**src/rtl/b64d_pkg.sv**
```systemverilog
// Package for the streaming base64 decoder.
// Holds the symbol decode function, the job record passed from front to back, and defaults.
// No dependencies.
package b64d_pkg;

   // Pad character that stops decoding until the end of the source
   localparam logic [7:0] PadChar = 8'h3D;

   // Default depth of the job queue between front and back
   localparam int DefaultQueueDepth = 4;

   // Decoded symbol: ok is clear for characters outside the alphabet
   typedef struct packed {
      logic       ok;
      logic [5:0] val;
   } sym_type;

   // One job: up to three results produced by a single request
   typedef struct packed {
      logic [7:0] byte0;
      logic [7:0] byte1;
      logic [7:0] byte2;
      logic [1:0] count;     // number of results, 1..3
      logic       data_ok;   // results carry decoded bytes
      logic       fin;       // last result of the job closes the stream
      logic       bad;       // one dangling symbol at the end
   } job_type;

   // Map a character onto its 6-bit alphabet value
   function automatic sym_type sym_decode(input logic [7:0] c);
      sym_type s;
      logic [7:0] d;
      s = '{ok: 1'b0, val: 6'd0};
      d = 8'd0;
      if (c >= 8'h41 && c <= 8'h5A) begin
         d = c - 8'h41;
         s = '{ok: 1'b1, val: d[5:0]};
      end else if (c >= 8'h61 && c <= 8'h7A) begin
         d = c - 8'h61 + 8'd26;
         s = '{ok: 1'b1, val: d[5:0]};
      end else if (c >= 8'h30 && c <= 8'h39) begin
         d = c - 8'h30 + 8'd52;
         s = '{ok: 1'b1, val: d[5:0]};
      end else if (c == 8'h2B) begin
         s = '{ok: 1'b1, val: 6'd62};
      end else if (c == 8'h2F) begin
         s = '{ok: 1'b1, val: 6'd63};
      end
      return s;
   endfunction

endpackage

```
**src/rtl/b64d_if.sv**
```systemverilog
// Handshake interfaces for the base64 decoder request and response channels.
// Depends on nothing; used by the decoder modules.
interface b64d_req_if;
   logic       valid;
   logic       ready;
   logic [7:0] in_char;
   logic       end_of_source;

   modport source (output valid, output in_char, output end_of_source, input ready);
   modport sink (input valid, input in_char, input end_of_source, output ready);
endinterface

interface b64d_rsp_if;
   logic       valid;
   logic       ready;
   logic [7:0] out_byte;
   logic       byte_valid;
   logic       final_result;
   logic       bad_length;

   modport source (output valid, output out_byte, output byte_valid,
                   output final_result, output bad_length, input ready);
   modport sink (input valid, input out_byte, input byte_valid,
                 input final_result, input bad_length, output ready);
endinterface

```
**src/rtl/base64_stream_decoder.sv**
```systemverilog
// Streaming base64 decoder, one character per request.
// Throughput: one request per cycle while the job queue has room; one response per cycle
// while the receiver is ready. A request that produces output passes through the job
// queue into the back-end output register; a four-symbol group drains as three responses.
// Reset: synchronous; clears accumulator, symbol count, pad flag, queue state, output valid.
// Depends on b64d_pkg, b64d_if, b64d_front, b64d_queue and b64d_back.
module base64_stream_decoder
   import b64d_pkg::*;
#(
   parameter int QUEUE_DEPTH = DefaultQueueDepth
) (
   input  logic        clock,
   input  logic        reset,
   b64d_req_if.sink    req_chan,
   b64d_rsp_if.source  rsp_chan
);

   logic    q_ready;
   logic    q_push;
   job_type q_push_job;
   logic    q_pop;
   logic    q_valid;
   job_type q_head_job;

   // classify characters and build jobs
   b64d_front u_front (
      .clock       (clock),
      .reset       (reset),
      .req         (req_chan),
      .queue_ready (q_ready),
      .push        (q_push),
      .job         (q_push_job)
   );

   // decouple front from back
   b64d_queue #(
      .QUEUE_DEPTH (QUEUE_DEPTH)
   ) u_queue (
      .clock     (clock),
      .reset     (reset),
      .push      (q_push),
      .push_job  (q_push_job),
      .not_full  (q_ready),
      .pop       (q_pop),
      .not_empty (q_valid),
      .head_job  (q_head_job)
   );

   // serialize jobs into responses
   b64d_back u_back (
      .clock      (clock),
      .reset      (reset),
      .head_valid (q_valid),
      .head_job   (q_head_job),
      .pop        (q_pop),
      .rsp        (rsp_chan)
   );

endmodule

```
**src/rtl/b64d_front.sv**
```systemverilog
// Front end: accepts characters, tracks the symbol accumulator and builds output jobs.
// Depends on b64d_pkg and b64d_req_if.
module b64d_front
   import b64d_pkg::*;
(
   input  logic           clock,
   input  logic           reset,
   b64d_req_if.sink       req,
   input  logic           queue_ready,
   output logic           push,
   output job_type        job
);

   logic [17:0] acc_ff, acc_in;
   logic [1:0]  cnt_ff, cnt_in;
   logic        pad_ff, pad_in;

   sym_type     sym;
   logic        accept;
   logic        is_pad;
   logic        take_sym;
   logic        group_done;
   logic [17:0] acc_shift;
   logic [17:0] acc_eff;
   logic [1:0]  cnt_eff;

   assign req.ready = queue_ready;
   assign accept    = req.valid && queue_ready;

   // classify the character
   always_comb begin
      sym        = sym_decode(req.in_char);
      is_pad     = (req.in_char == PadChar);
      take_sym   = !pad_ff && !is_pad && sym.ok;
      group_done = take_sym && (cnt_ff == 2'd3);
      acc_shift  = {acc_ff[11:0], sym.val};
      acc_eff    = take_sym ? acc_shift : acc_ff;
      cnt_eff    = take_sym ? cnt_ff + 2'd1 : cnt_ff;
   end

   // build the job for this request
   always_comb begin
      job = '{byte0: 8'd0, byte1: 8'd0, byte2: 8'd0, count: 2'd1,
              data_ok: 1'b0, fin: 1'b1, bad: 1'b0};
      if (group_done) begin
         job = '{byte0: acc_shift[17:10], byte1: {acc_shift[9:2]},
                 byte2: {acc_shift[1:0], 6'd0}, count: 2'd3, data_ok: 1'b1,
                 fin: req.end_of_source, bad: 1'b0};
         // three full bytes: the 18 held accumulator bits plus the fourth symbol make 24 bits
         job.byte0 = {acc_ff[17:12], acc_ff[11:10]};
         job.byte1 = {acc_ff[9:6], acc_ff[5:2]};
         job.byte2 = {acc_ff[1:0], sym.val};
      end else begin
         case (cnt_eff)
            2'd1: begin
               job.bad = 1'b1;
            end
            2'd2: begin
               job.byte0   = acc_eff[11:4];
               job.data_ok = 1'b1;
            end
            2'd3: begin
               job.byte0   = acc_eff[17:10];
               job.byte1   = acc_eff[9:2];
               job.count   = 2'd2;
               job.data_ok = 1'b1;
            end
            default: begin
               job.data_ok = 1'b0;
            end
         endcase
      end
   end

   assign push = accept && (group_done || req.end_of_source);

   // next state
   always_comb begin
      acc_in = acc_ff;
      cnt_in = cnt_ff;
      pad_in = pad_ff;
      if (accept) begin
         if (req.end_of_source || group_done) begin
            acc_in = 18'd0;
            cnt_in = 2'd0;
         end else if (take_sym) begin
            acc_in = acc_shift;
            cnt_in = cnt_eff;
         end
         if (req.end_of_source) begin
            pad_in = 1'b0;
         end else if (!pad_ff && is_pad) begin
            pad_in = 1'b1;
         end
      end
   end

   always_ff @(posedge clock) begin
      if (reset) begin
         acc_ff <= 18'd0;
         cnt_ff <= 2'd0;
         pad_ff <= 1'b0;
      end else begin
         acc_ff <= acc_in;
         cnt_ff <= cnt_in;
         pad_ff <= pad_in;
      end
   end

endmodule

```
**src/rtl/b64d_queue.sv**
```systemverilog
// Job queue between the decoder front and back ends.
// Depends on b64d_pkg.
module b64d_queue
   import b64d_pkg::*;
#(
   parameter int QUEUE_DEPTH = DefaultQueueDepth
) (
   input  logic    clock,
   input  logic    reset,
   input  logic    push,
   input  job_type push_job,
   output logic    not_full,
   input  logic    pop,
   output logic    not_empty,
   output job_type head_job
);

   localparam int PtrW = (QUEUE_DEPTH > 1) ? $clog2(QUEUE_DEPTH) : 1;
   localparam int CntW = $clog2(QUEUE_DEPTH + 1);
   localparam logic [PtrW-1:0] LastPtr = PtrW'(QUEUE_DEPTH - 1);
   localparam logic [CntW-1:0] FullCnt = CntW'(QUEUE_DEPTH);

   job_type         mem_ff [QUEUE_DEPTH];
   logic [PtrW-1:0] wr_ff, wr_in;
   logic [PtrW-1:0] rd_ff, rd_in;
   logic [CntW-1:0] cnt_ff, cnt_in;
   logic            do_push;
   logic            do_pop;

   assign not_full  = (cnt_ff != FullCnt);
   assign not_empty = (cnt_ff != '0);
   assign head_job  = mem_ff[rd_ff];
   assign do_push   = push && not_full;
   assign do_pop    = pop && not_empty;

   // pointer and fill count update
   always_comb begin
      wr_in  = wr_ff;
      rd_in  = rd_ff;
      cnt_in = cnt_ff;
      if (do_push) begin
         wr_in = (wr_ff == LastPtr) ? '0 : wr_ff + 1'b1;
      end
      if (do_pop) begin
         rd_in = (rd_ff == LastPtr) ? '0 : rd_ff + 1'b1;
      end
      if (do_push && !do_pop) begin
         cnt_in = cnt_ff + 1'b1;
      end else if (do_pop && !do_push) begin
         cnt_in = cnt_ff - 1'b1;
      end
   end

   always_ff @(posedge clock) begin
      if (reset) begin
         wr_ff  <= '0;
         rd_ff  <= '0;
         cnt_ff <= '0;
      end else begin
         wr_ff  <= wr_in;
         rd_ff  <= rd_in;
         cnt_ff <= cnt_in;
      end
   end

   // storage
   always_ff @(posedge clock) begin
      if (do_push) begin
         mem_ff[wr_ff] <= push_job;
      end
   end

endmodule

```
**src/rtl/b64d_back.sv**
```systemverilog
// Back end: walks queued jobs; output register gives one response per cycle unless stalled.
// Depends on b64d_pkg and b64d_rsp_if.
module b64d_back
   import b64d_pkg::*;
(
   input  logic        clock,
   input  logic        reset,
   input  logic        head_valid,
   input  job_type     head_job,
   output logic        pop,
   b64d_rsp_if.source  rsp
);

   logic [1:0] idx_ff, idx_in;
   logic       vld_ff, vld_in;
   logic [7:0] byte_ff, byte_in;
   logic       bv_ff, bv_in;
   logic       fin_ff, fin_in;
   logic       bad_ff, bad_in;

   logic       load;
   logic       last;
   logic [7:0] sel_byte;

   assign load = head_valid && (!vld_ff || rsp.ready);
   assign last = ((idx_ff + 2'd1) == head_job.count);
   assign pop  = load && last;

   // pick the byte for the current position in the job
   always_comb begin
      case (idx_ff)
         2'd0:    sel_byte = head_job.byte0;
         2'd1:    sel_byte = head_job.byte1;
         2'd2:    sel_byte = head_job.byte2;
         default: sel_byte = 8'd0;
      endcase
   end

   // output register and job position
   always_comb begin
      idx_in  = idx_ff;
      vld_in  = vld_ff;
      byte_in = byte_ff;
      bv_in   = bv_ff;
      fin_in  = fin_ff;
      bad_in  = bad_ff;
      if (load) begin
         vld_in  = 1'b1;
         byte_in = head_job.data_ok ? sel_byte : 8'd0;
         bv_in   = head_job.data_ok;
         fin_in  = head_job.fin && last;
         bad_in  = head_job.bad;
         idx_in  = last ? 2'd0 : idx_ff + 2'd1;
      end else if (rsp.ready) begin
         vld_in = 1'b0;
      end
   end

   always_ff @(posedge clock) begin
      if (reset) begin
         idx_ff <= 2'd0;
         vld_ff <= 1'b0;
      end else begin
         idx_ff <= idx_in;
         vld_ff <= vld_in;
      end
      byte_ff <= byte_in;
      bv_ff   <= bv_in;
      fin_ff  <= fin_in;
      bad_ff  <= bad_in;
   end

   assign rsp.valid        = vld_ff;
   assign rsp.out_byte     = byte_ff;
   assign rsp.byte_valid   = bv_ff;
   assign rsp.final_result = fin_ff;
   assign rsp.bad_length   = bad_ff;

endmodule

```
**src/flat_wrapper.sv**
```systemverilog
// flat-port wrapper written by rule: the top's interface ports become plain ports
module base64_stream_decoder_flat import b64d_pkg::*;
#(
   parameter int QUEUE_DEPTH = DefaultQueueDepth
)
  (clock, reset, req_chan_valid, req_chan_in_char, req_chan_end_of_source, req_chan_ready, rsp_chan_valid, rsp_chan_out_byte, rsp_chan_byte_valid, rsp_chan_final_result, rsp_chan_bad_length, rsp_chan_ready);
  b64d_req_if req_chan_i ();
  b64d_rsp_if rsp_chan_i ();
  input  logic clock;
  input  logic reset;
  input wire logic [$bits(req_chan_i.valid)-1:0] req_chan_valid;
  input wire logic [$bits(req_chan_i.in_char)-1:0] req_chan_in_char;
  input wire logic [$bits(req_chan_i.end_of_source)-1:0] req_chan_end_of_source;
  output wire logic [$bits(req_chan_i.ready)-1:0] req_chan_ready;
  output wire logic [$bits(rsp_chan_i.valid)-1:0] rsp_chan_valid;
  output wire logic [$bits(rsp_chan_i.out_byte)-1:0] rsp_chan_out_byte;
  output wire logic [$bits(rsp_chan_i.byte_valid)-1:0] rsp_chan_byte_valid;
  output wire logic [$bits(rsp_chan_i.final_result)-1:0] rsp_chan_final_result;
  output wire logic [$bits(rsp_chan_i.bad_length)-1:0] rsp_chan_bad_length;
  input wire logic [$bits(rsp_chan_i.ready)-1:0] rsp_chan_ready;
  assign req_chan_i.valid = req_chan_valid;
  assign req_chan_i.in_char = req_chan_in_char;
  assign req_chan_i.end_of_source = req_chan_end_of_source;
  assign req_chan_ready = req_chan_i.ready;
  assign rsp_chan_valid = rsp_chan_i.valid;
  assign rsp_chan_out_byte = rsp_chan_i.out_byte;
  assign rsp_chan_byte_valid = rsp_chan_i.byte_valid;
  assign rsp_chan_final_result = rsp_chan_i.final_result;
  assign rsp_chan_bad_length = rsp_chan_i.bad_length;
  assign rsp_chan_i.ready = rsp_chan_ready;
  base64_stream_decoder #(.QUEUE_DEPTH(QUEUE_DEPTH)) u_core (.clock(clock), .reset(reset), .req_chan(req_chan_i), .rsp_chan(rsp_chan_i));
endmodule
```
**config.mk**
```make
export PLATFORM = sky130hd
export DESIGN_NAME = base64_stream_decoder_flat
export DESIGN_NICKNAME = d
export VERILOG_FILES = /design/src/rtl/b64d_pkg.sv /design/src/rtl/b64d_if.sv /design/src/rtl/base64_stream_decoder.sv /design/src/rtl/b64d_front.sv /design/src/rtl/b64d_queue.sv /design/src/rtl/b64d_back.sv /design/src/flat_wrapper.sv
export SDC_FILE = /design/constraint.sdc
export NUM_CORES = 1
export LEC_CHECK = 0
export ABC_AREA = 0
export BUFFER_PORTS_ARGS = -buffer_cell sky130_fd_sc_hd__buf_2
export CAP_MARGIN = 20
export CORE_AREA = 10 10 119 121
export DETAILED_ROUTE_END_ITERATION = 7
export DIE_AREA = 0 0 129 131
export PLACE_DENSITY_LB_ADDON = 0.15
export SLEW_MARGIN = 20
export SYNTH_ARGS = -nofsm -noshare
export SYNTH_HDL_FRONTEND = slang
export SYNTH_SLANG_ARGS = --single-unit
```
**constraint.sdc**
```tcl
create_clock -name clock -period 4 [get_ports clock]
set_input_delay 0.4 -clock clock [delete_from_list [all_inputs] [get_ports clock]]
set_output_delay 0.4 -clock clock [all_outputs]
set_load 0.05 [all_outputs]
```
After elaboration in Yosys (flattened, before gate mapping)
Memories as Yosys holds them, arrays and structs flattened. A register that Yosys moved wholly into a read port is not among the register bits.
Cells that the tools add are included.
- logic and storage cells: 110
- memories: 1
- bits in writable memories: 116
- input bits: 13
- register bits after elaboration: 42
- output and inout port bits: 13
- eq/ne operators: 13
- $lt $le $gt $ge: 6
- add/subtract/negate cells: 11
- reduce and logical (&&, ||, !) cells: 32
- multiplexer cells: 34
- memories (memory ; words ; width ; read ports ; clocked after Yosys merged registers in ; write ports ; line ; source):
    u_core.u_queue.mem_ff ; 4 ; 29 ; 1 ; 1 ; 1 ; b64d_queue.sv:23 ; job_type mem_ff [QUEUE_DEPTH];
- operator list (cell ; count):
    two-way mux 18 bit ; 2
    two-way mux 7 bit ; 5
    equality test 8 x 6 -> 1 bit, second input constant ; 3
    case mux 8 bit (3 select lines) ; 1
    two-way mux 2 bit ; 9
    >= comparator 8 x 7 -> 1 bit, second input constant ; 2
    less-or-equal comparator 8 x 7 -> 1 bit, second input constant ; 2
    logical AND 1 bit ; 16
    two-way mux 16 bit ; 1
    two-way mux 8 bit ; 2
    case mux 8 bit (2 select lines) ; 1
    equality test 2 bit, second input constant ; 6
    subtractor 6 bit, second input constant ; 2
    two-way mux 1 bit ; 10
    two-way mux 3 bit ; 3
    adder 2 x 1 -> 2 bit, second input constant ; 4
    >= comparator 8 x 6 -> 1 bit, second input constant ; 1
    less-or-equal comparator 8 x 6 -> 1 bit, second input constant ; 1
    nonzero test 2 bit ; 4
    adder 6 x 5 -> 6 bit, second input constant ; 1
    adder 6 bit, second input constant ; 1
    subtractor 6 x 1 -> 6 bit, second input constant ; 1
    zero test 1 bit ; 5
    equality test 2 x 1 -> 1 bit, second input constant ; 2
    other kinds (9) ; 11

Logic depth before layout (Yosys ltp)
Gate-level depths: netlist of the first run.
- depth in word-level cells: 15
- gate-level depth with buffers: 14
- gate-level depth less buffers: 13

Cells and area by module
Synthesis of the first run repeated with hierarchy kept, for this count alone.
- cell total of the unflattened synthesis: 471
- area total of the unflattened synthesis: 7183.1 um2
- by module, submodules not included (module ; times used ; sequential area each (um2) ; cells an instance ; area an instance (um2)):
    b64d_queue ; 1 ; 3663.5 ; 199 ; 4654.5
    b64d_front ; 1 ; 420.4 ; 216 ; 1829.3
    b64d_back ; 1 ; 390.4 ; 56 ; 699.4

Worst setup path after synthesis of the first run
No wires, ideal clock.
- path kind: in2reg
- start point: input req_chan_in_char[1]
- end point: register u_core.u_queue.cnt_ff[2]
- setup time: 0.071 ns
- arrival time: 3.110 ns
- setup slack: 0.820 ns
- required time: 3.929 ns
- buffers on the path: 1
- stages on the path: 14
- cells stage by stage: inv_1 -> ha_1 -> and4bb_2 -> nor2_4 -> a221oi_2 -> nor3b_2 -> o21a_1 -> buf_2 -> ha_1 -> inv_1 -> fa_1 -> xor2_1 -> or3_1 -> a21oi_1
- word-level cells in the longest chain between the ends: 14
- elaborated cells between the ends (all ways): 29
- classes of those cells: order compare: 6; eq/ne: 3; mux: 6; reduce/logical: 14
- RTL lines (what ; line ; source):
    from (decl) ; flat_wrapper.sv:12 ; input wire logic [$bits(req_chan_i.in_char)-1:0] req_chan_in_char;
    parallel branches: the longest is 6 deep, another holds >= comparator 8 x 6 -> 1 bit ; -- ;
    logical AND 1 bit * ; b64d_front.sv:34 ; take_sym = !pad_ff && !is_pad && sym.ok;
    logical AND 1 bit * ; b64d_front.sv:35 ; group_done = take_sym && (cnt_ff == 2'd3);
    logical OR 1 bit * ; b64d_front.sv:75 ; assign push = accept && (group_done || req.end_of_source);
    logical AND 1 bit * ; b64d_front.sv:75 ;
    logical AND 1 bit * ; b64d_queue.sv:33 ; assign do_push = push && not_full;
    named net u_core.u_queue.do_push ; b64d_queue.sv:27 ; logic do_push;
    zero test 1 bit ; b64d_queue.sv:49 ; end else if (do_pop && !do_push) begin
    logical AND 1 bit ; b64d_queue.sv:49 ;
    nonzero test 2 bit (no line) ; -- ;
    to (signal assigned) ; b64d_queue.sv:62 ; cnt_ff <= cnt_in;
    to (decl) ; b64d_queue.sv:26 ; logic [CntW-1:0] cnt_ff, cnt_in;
Mark *: on every way through the listed nets, which the timed path passes.
A chain may end at the register's enable or synchronous reset.

Worst setup path in the final report of the first run
- start point: input req_chan_in_char[1]
- end point: register u_core.u_queue.cnt_ff[2]
- word-level cells in the longest chain between the ends: 14
- elaborated cells between the ends (all ways): 29
- classes of those cells: order compare: 6; eq/ne: 3; mux: 6; reduce/logical: 14
- RTL lines (what ; line):
    parallel branches: the longest is 6 deep, another holds >= comparator 8 x 6 -> 1 bit ; --
    logical AND 1 bit * ; b64d_front.sv:34
    logical AND 1 bit * ; b64d_front.sv:35
    logical OR 1 bit * ; b64d_front.sv:75
    logical AND 1 bit * ; b64d_front.sv:75
    logical AND 1 bit * ; b64d_queue.sv:33
    zero test 1 bit ; b64d_queue.sv:49
    logical AND 1 bit ; b64d_queue.sv:49
    nonzero test 2 bit (no line) ; --
Every way passes the cells marked *.

==> results of run 1 <==
-- cell usage in the layout (no fill, tap or decap), types with 3 or more instances in the layout --
cell type / n
nand2_1: 31
inv_1: 17
a21oi_1: 22
clkbuf_16: 17
mux2i_1: 7
nand3_1: 15
buf_2: 25
a22oi_1: 25
nand2b_1: 5
clkinvlp_4: 3
a22o_1: 13
edfxtp_1: 127
buf_4: 12
nor3_1: 7
nor2_1: 38
ha_1: 19
dfxtp_1: 32
and2_1: 14
clkinv_4: 3
xnor2_1: 4
o21ai_1: 3
nor2b_1: 4
clkinv_1: 3
a31oi_1: 7
o21ai_0: 9
mux4_2: 29
o211ai_1: 3
-- layer usage --
metal	part of all wire	vias up	wire length, µm	global-route usage
met3	0.056	17	835	0.0516
met4	0.015	0	228	0.0575
li1	-	2047	-	-
met2	0.50	155	7480	0.309
met1	0.43	2160	6480	0.244
met5	0	-	0	0
-- cell families after synthesis --
logic type	after synthesis	share of synthesized area
flip-flops	160	0.622
AND/OR/NAND/NOR	132	0.0940
adder cells (fa/ha/maj)	20	0.0359
AO/OA/AOI/OAI	111	0.112
multiplexers	36	0.101
buffers and inverters	48	0.0278
XOR/XNOR	6	0.00731
-- area by class of cell --
| class | count | area, µm² | share of cell area |
|---|---|---|---|
| Clock inverter | 13 | 138 | 0.0172 |
| Inverter | 17 | 63.8 | 0.00795 |
| Clock buffer | 19 | 433 | 0.0540 |
| Timing Repair Buffer | 37 | 215 | 0.0268 |
| Multi-Input combinational cell | 305 | 2510 | 0.313 |
| Sequential cell | 160 | 4480 | 0.558 |
| Tap cell | 147 | 184 | 0.0229 |
-- report_power, final --
part           internal, mW  total (mW)  leakage, nW  switching [mW]
clock network         0.916        1.54        0.267           0.628
registers              1.96        2.03         1.38          0.0726
logic                 0.402        1.12         1.01           0.717
-- per-stage QoR --
| stage | hold slack (ps) | worst slack (ps) | utilization | std cells | power [mW] |
|---|---|---|---|---|---|
| floorplan | 463 | 820 | - | 513 | 2.92 |
| global placement | 454 | 665 | 0.631 | 666 | 3.18 |
| detailed placement | 458 | 529 | 0.631 | 666 | 3.20 |
| finish | 236 | 967 | 0.679 | 698 | 4.69 |
| CTS | 225 | 982 | 0.679 | 698 | 4.74 |
| global route | 250 | 750 | 0.679 | 698 | 4.90 |
-- how the worst max path moves through the flow --
stage	start	slack, ps	depth (start not counted)	end
after floorplan	req_chan_in_char[1]	820	14	u_core.u_queue.cnt_ff[2]
after global placement	req_chan_in_char[1]	660	15	u_core.u_queue.cnt_ff[2]
after detailed placement	req_chan_in_char[1]	530	15	u_core.u_queue.cnt_ff[2]
after CTS	req_chan_in_char[1]	980	15	u_core.u_queue.cnt_ff[2]
after global routing	req_chan_in_char[1]	750	15	u_core.u_queue.cnt_ff[2]
final	req_chan_in_char[1]	970	15	u_core.u_queue.cnt_ff[2]
-- flip-flops by register name, indices dropped and copies added (netlist names), named ones only --
signal	flops
u_core.u_back.idx_ff	2
u_core.u_queue.cnt_ff	3
u_core.u_back.rsp.bad_length	1
u_core.u_front.cnt_ff	2
u_core.u_front.acc_ff	18
u_core.u_back.rsp.final_result	1
u_core.u_queue.mem_ff	116
u_core.u_back.rsp.byte_valid	1
u_core.u_queue.wr_ff	2
u_core.u_back.rsp.valid	1
u_core.u_queue.rd_ff	2
u_core.u_front.pad_ff	1
u_core.u_back.rsp.out_byte	8
-- critical path, stage by stage --
cell and delay [ps]:
buf_2 150, inv_1 140, ha_1 260, and4bb_2 300
nor2_4 170, a221oi_2 110, nor3b_2 220, o21a_1 130
buf_4 140, ha_1 200, inv_1 70, fa_1 440
xor2_1 180, or3_1 320, a21oi_1 150
==> flow_summary_export.csv, run 1 <==
group,metric,value,unit
setup_path,cp-start-kind,"input port",
global_routing,grt_pass1_wl,24.2,mm
detailed_routing,drt-initial-drc-count,500,
floorplanning,design.core.area,0.0118,mm²
detailed_routing,wl_per_cell,21.5,µm
hold_path,hold_depth,4,
sta,drv_slew,0,
sta,setup_viol,0,
clocking,h-tree-depth,4,
setup_path,cp_data_required_time,4350,ps
synth,synth_common_cells,"127 x edfxtp_1, 38 x nor2_1, 33 x dfxtp_1",
detailed_routing,ant_nets,0,
floorplanning,dieArea,0.0169,mm²
placed_design,port_buffers,25,
clocking,clock_latency,430,ps
clocking,ctsResizeCount,0,
clocking,postCtsSetupBuffers,0,
layout,final.fill_count,844,
global_routing,grt_pass1_vias,4367,
detailed_routing,vias,4379,
synth,netlist.top_cell.by_area,"edfxtp_1",
synth,synth-edff-count,127,
sta,finClkSkew,7.83,ps
power,power_density,585,mW/mm²
sta,slew_headroom,0.465,
sta,rsz0062_at_grt,"false",
layout,diodes,0,
hold_path,min_path_type,"input port to flip-flop",
global_routing,grt.total_usage,0.190,
placed_design,place_congestion,0.839,
floorplanning,die_w,129,µm
sta,fin_crit_sh,0.758,
setup_path,reg2reg_slack,990,ps
floorplanning,initial_core_util,0.609,
synth,synthDistinctLibCells,64,
synth,syn_area_per_cell,14.0,µm²
synth,ys_ff_latch,160,
power,peakVddDrop,348,µV
clocking,ctsHoldBuffers,0,
setup_path,crit_fanout,9,
clocking,clk_pin_slew_worst_paths,60,ps
clocking,ctsRootBufferMaster,"clkbuf_16",
synth,synthesis.area,0.00719,mm²
setup_path,end_kind,"flip-flop",
power,leakage,2.65,nW
floorplanning,ioPinCount,26,
layout,fin_nets,571,
clocking,cts_tree,"yes",
placed_design,hpwl,9.84,mm
synth,synth_seq_area_share,0.622,
detailed_routing,routed_wl,15.0,mm
layout,syn_to_final_growth,11.6,%
synth,synthCells,513,
clocking,cts.sinks,160,
clocking,cts_buffer_depth,2,
sta,min_period,3030,ps
sta,fmax,330,MHz
detailed_routing,detail_route.vias_per_cell,6.27,
hold_path,hold_path_end,"u_core.u_back.rsp.valid",
outcome,outcome,"finished clean",
clocking,cts_made_buffers,17,
synth,async_flop_share,0,
synth,ys_warn_count,0,
setup_path,worstPathArrival,3390,ps
global_routing,grt_start_max_net_pins,34,
sta,fin_setup_tns,0,ps
layout,drive_gt1_frac,0.192,
detailed_routing,firstDrtPassIters,5,
setup_path,regToRegEndpoint,"u_core.u_queue.cnt_ff[2]",
flow_run,maxCapViolCount,0,
detailed_routing,remaining_drc_errors,0,
global_routing,antenna_found_initial,0,
synth,synth.top_cell.area_share,0.530,
setup_path,r2r_start,"u_core.u_front.cnt_ff[1]",
floorplanning,die_h,131,µm
floorplanning,rows,40,
setup_path,crit_type,"input port to flip-flop",
synth,yosysMostFrequentCell,"edfxtp_1",
sta,worst_pin_slew,799,ps
synth,yosys_most_used_dff,"edfxtp_1",
setup_path,ff2ff_path_depth,10,
synth,syn-num-nets,546,
hold_path,holdCritStartpoint,"rsp_chan_ready",
sta,hold_viol_final,0,
synth,synth.top_cells.by_area,"edfxtp_1 53%, dfxtp_1 9.2%, mux4_2 9.1%",
placed_design,placed_cell_area,0.00745,mm²
layout,post-route-cell-area,0.00802,mm²
global_routing,grt_overflow,0,
Power figures use the tool's default switching activity.
==> run 2, diff against run 1 <==
ABC_AREA = 1   (was 0)
CORE_AREA = 10 10 122 124   (was 10 10 119 121)
DIE_AREA = 0 0 132 134   (was 0 0 129 131)
clock period = 3.1 ns   (was 4 ns; I/O delays follow)
==> flow_summary_export.csv, run 2 <==
group,metric,value,unit
setup_path,cp_slowest_cell,"fa_1",
synth,synth_top_family_by_area,"simple AND/OR/NAND/NOR gates",
detailed_routing,detail_route.vias_per_cell,5.61,
clocking,clock_latency,420,ps
synth,netlist.top_cell.by_area,"edfxtp_1",
layout,largest_reg_flops,116,
clocking,h-tree-depth,4,
floorplanning,ioPinCount,26,
power,power,6.10,mW
clocking,cts_tree,"yes",
layout,regMostFlops,"u_core.u_queue.mem_ff",
placed_design,hpwl,11.3,mm
synth,synth-edff-count,127,
sta,finClkSkew,8.23,ps
clocking,cts.sinks,160,
floorplanning,die_h,134,µm
power,peakVddDrop,413,µV
power,leakage,3.24,nW
synth,async_flop_share,0,
setup_path,cp_data_required_time,3450,ps
sta,fin_crit_sh,0.844,
synth,yosys.area_share.adder,0.0341,
global_routing,grt_start_max_net_pins,45,
synth,synthXorXnorAreaFrac,0.00695,
detailed_routing,ant_nets,0,
floorplanning,die_w,132,µm
detailed_routing,dr_wl_met3,1.18,mm
setup_path,setup.worst_path.end,"u_core.u_queue.cnt_ff[2]",
setup_path,regToRegEndpoint,"u_core.u_queue.cnt_ff[2]",
floorplanning,initial_core_util,0.607,
layout,syn_to_final_growth,12.2,%
power,swShare,0.324,
layout,final.fill_count,984,
global_routing,grt_pass1_wl,28.2,mm
synth,synthCells,793,
setup_path,reg2reg_slack,560,ps
setup_path,crit_type,"input port to flip-flop",
detailed_routing,dr_wl_met2,8.45,mm
sta,hold_viol_final,0,
layout,drive_gt1_frac,0.123,
synth,synth_seq_area_share,0.591,
clocking,ctsHoldBuffers,0,
layout,fin_nets,855,
sta,slew_headroom,0.660,
power,power_frac_comb,0.251,
synth,synth.top_cells.by_area,"edfxtp_1 50%, nand2_1 9.6%, dfxtp_1 8.7%",
clocking,postCtsSetupBuffers,0,
setup_path,end_kind,"flip-flop",
power,power_density,718,mW/mm²
synth,syn_area_per_cell,9.54,µm²
placed_design,place_congestion,0.889,
layout,multi_input_comb_area,0.00268,mm²
layout,final_common_cell,"nand2_1",
synth,synth.top_cell.area_share,0.504,
placed_design,port_buffers,25,
setup_path,critPathMaxStageDelay,440,ps
clocking,ctsResizeCount,0,
synth,yosys_most_used_dff,"edfxtp_1",
clocking,clk_pin_slew_worst_paths,60,ps
floorplanning,design.core.area,0.0125,mm²
setup_path,crit_chain,"buf_2, inv_1, ha_1, nand2_1, inv_1, nand2_1, nand2_1, nor2_2, nand2_4, nand2_4, nor2_4, nor2_4, nand2_4, nand2_2, nand2_2, inv_1, ha_1, inv_1, fa_1, nor2_1, nor2_1, nand2_1, o21ai_0, a21oi_1",
global_routing,grt_pass1_vias,5534,
synth,ys_warn_count,0,
global_routing,antenna_found_initial,0,
setup_path,cp-startpoint,"req_chan_in_char[1]",
detailed_routing,remaining_drc_errors,0,
clocking,ctsRootBufferMaster,"clkbuf_16",
synth,muxShareOfSynthArea,0,
synth,ys_ff_latch,160,
detailed_routing,vias,5652,
layout,diodes,0,
sta,fin_setup_tns,0,ps
detailed_routing,wl_per_cell,17.1,µm
sta,rsz0062_at_grt,"false",
flow_run,maxCapViolCount,0,
floorplanning,dieArea,0.0177,mm²
setup_path,cp-start-kind,"input port",
setup_path,crit_fanout,6,
detailed_routing,firstDrtPassIters,5,
global_routing,grt_overflow,0,
synth,synthDistinctLibCells,37,
power,pwr-share-seq,0.427,
sta,min_period,2620,ps
layout,seqCellArea,0.00447,mm²
detailed_routing,routed_wl,17.2,mm
hold_path,min_path_type,"input port to flip-flop",
power,internal_power,4.12,mW
global_routing,grt.total_usage,0.200,
clocking,cts_buffer_depth,2,
sta,setup_viol,0,
synth,syn-num-nets,826,
sta,fmax,382,MHz
detailed_routing,routed.top_layer,"met4",
power,power_switching,1.98,mW
detailed_routing,met1_length,7.34,mm
layout,layout_common_cells,"193 x nand2_1, 127 x edfxtp_1, 88 x nor2_1",
synth,yosysMostFrequentCell,"nand2_1",
synth,synth_common_cells,"193 x nand2_1, 127 x edfxtp_1, 92 x nor2_1",
setup_path,worstPathArrival,2970,ps
sta,worst_pin_slew,508,ps
clocking,cts_made_buffers,17,
sta,hold_ws,281,ps
outcome,outcome,"finished clean",
sta,drv_slew,0,
synth,yosys.area_share.simple,0.197,
power,clock_power_share,0.323,
setup_path,ff2ff_path_depth,13,
detailed_routing,drt-initial-drc-count,592,
synth,synth_compound_area_frac,0.114,
floorplanning,rows,41,
synth,synthesis.area,0.00756,mm²
## run 2: cell count changes after synthesis, moves of 9 or more
| cell | previous run | this run |
|---|---|---|
| o22ai_1 | 2 | 27 |
| nor2_1 | 38 | 92 |
| and2_1 | 14 | 0 |
| mux4_2 | 29 | 0 |
| o21ai_0 | 9 | 79 |
| nand2_2 | 0 | 9 |
| a22oi_1 | 25 | 0 |
| inv_1 | 17 | 61 |
| a22o_1 | 13 | 0 |
| nand2_1 | 31 | 193 |
| a21oi_1 | 22 | 35 |
| nand3_1 | 15 | 39 |
## run 2: per-stage QoR
step,instance area (µm²),instances,util,worst slack [ps]
2_1_floorplan,7560,793,-,-168
3_3_place_gp,7940,975,0.637,123
3_5_place_dp,7940,975,0.637,60.9
4_1_cts,8490,1007,0.681,490
5_1_grt,8490,1007,0.681,215
6_report,8490,1007,0.681,484
## run 2: cell type report
| class | count | area share |
|---|---|---|
| clock buffer | 20 | 0.0514 |
| tap | 172 | 0.0253 |
| timing repair buffer | 45 | 0.0383 |
| inverter | 64 | 0.0286 |
| clock inverter | 12 | 0.0137 |
| multi-input combinational | 534 | 0.316 |
| sequential | 160 | 0.527 |
## run 2: cells by family after synthesis
family / count (synthesis)
AO/OA/AOI/OAI: 158
XOR/XNOR: 6
adder cells (fa/ha/maj): 20
buffers and inverters: 99
flip-flops: 160
AND/OR/NAND/NOR: 350
## run 2: worst max-delay path: cells and delay by family
family,cells,cell delay [ps]
AND/OR/NAND/NOR,14,1150
adder cells (fa/ha/maj),3,820
buffers and inverters,5,460
AO/OA/AOI/OAI,2,210
## run 2: how the worst min path moves through the flow
stage / start / depth (start not counted) / end
6_report: reset / 2 / u_core.u_front.cnt_ff[0]
5_1_grt: reset / 2 / u_core.u_front.cnt_ff[0]
4_1_cts: reset / 2 / u_core.u_front.cnt_ff[0]
3_5_place_dp: u_core.u_front.acc_ff[15] / 2 / u_core.u_front.acc_ff[15]
3_3_place_gp: u_core.u_queue.rd_ff[1] / 2 / u_core.u_queue.rd_ff[1]
2_1_floorplan: reset / 1 / u_core.u_front.pad_ff
## run 2: power groups by stage
stage                     Clock, mW  Combinational [mW]  Sequential (mW)
after floorplan                   0               0.806             2.93
after global placement            0                1.49             2.64
after detailed placement          0                1.52             2.65
after CTS                      1.98                1.53             2.60
after global routing           2.09                1.68             2.62
final                          1.97                1.53             2.60
## run 2: metal layers
metal | vias to the layer above | global-route usage
li1 | 2741 | -
met1 | 2704 | 0.250
met2 | 185 | 0.335
met3 | 22 | 0.0452
met4 | 0 | 0.0705
met5 | - | 0
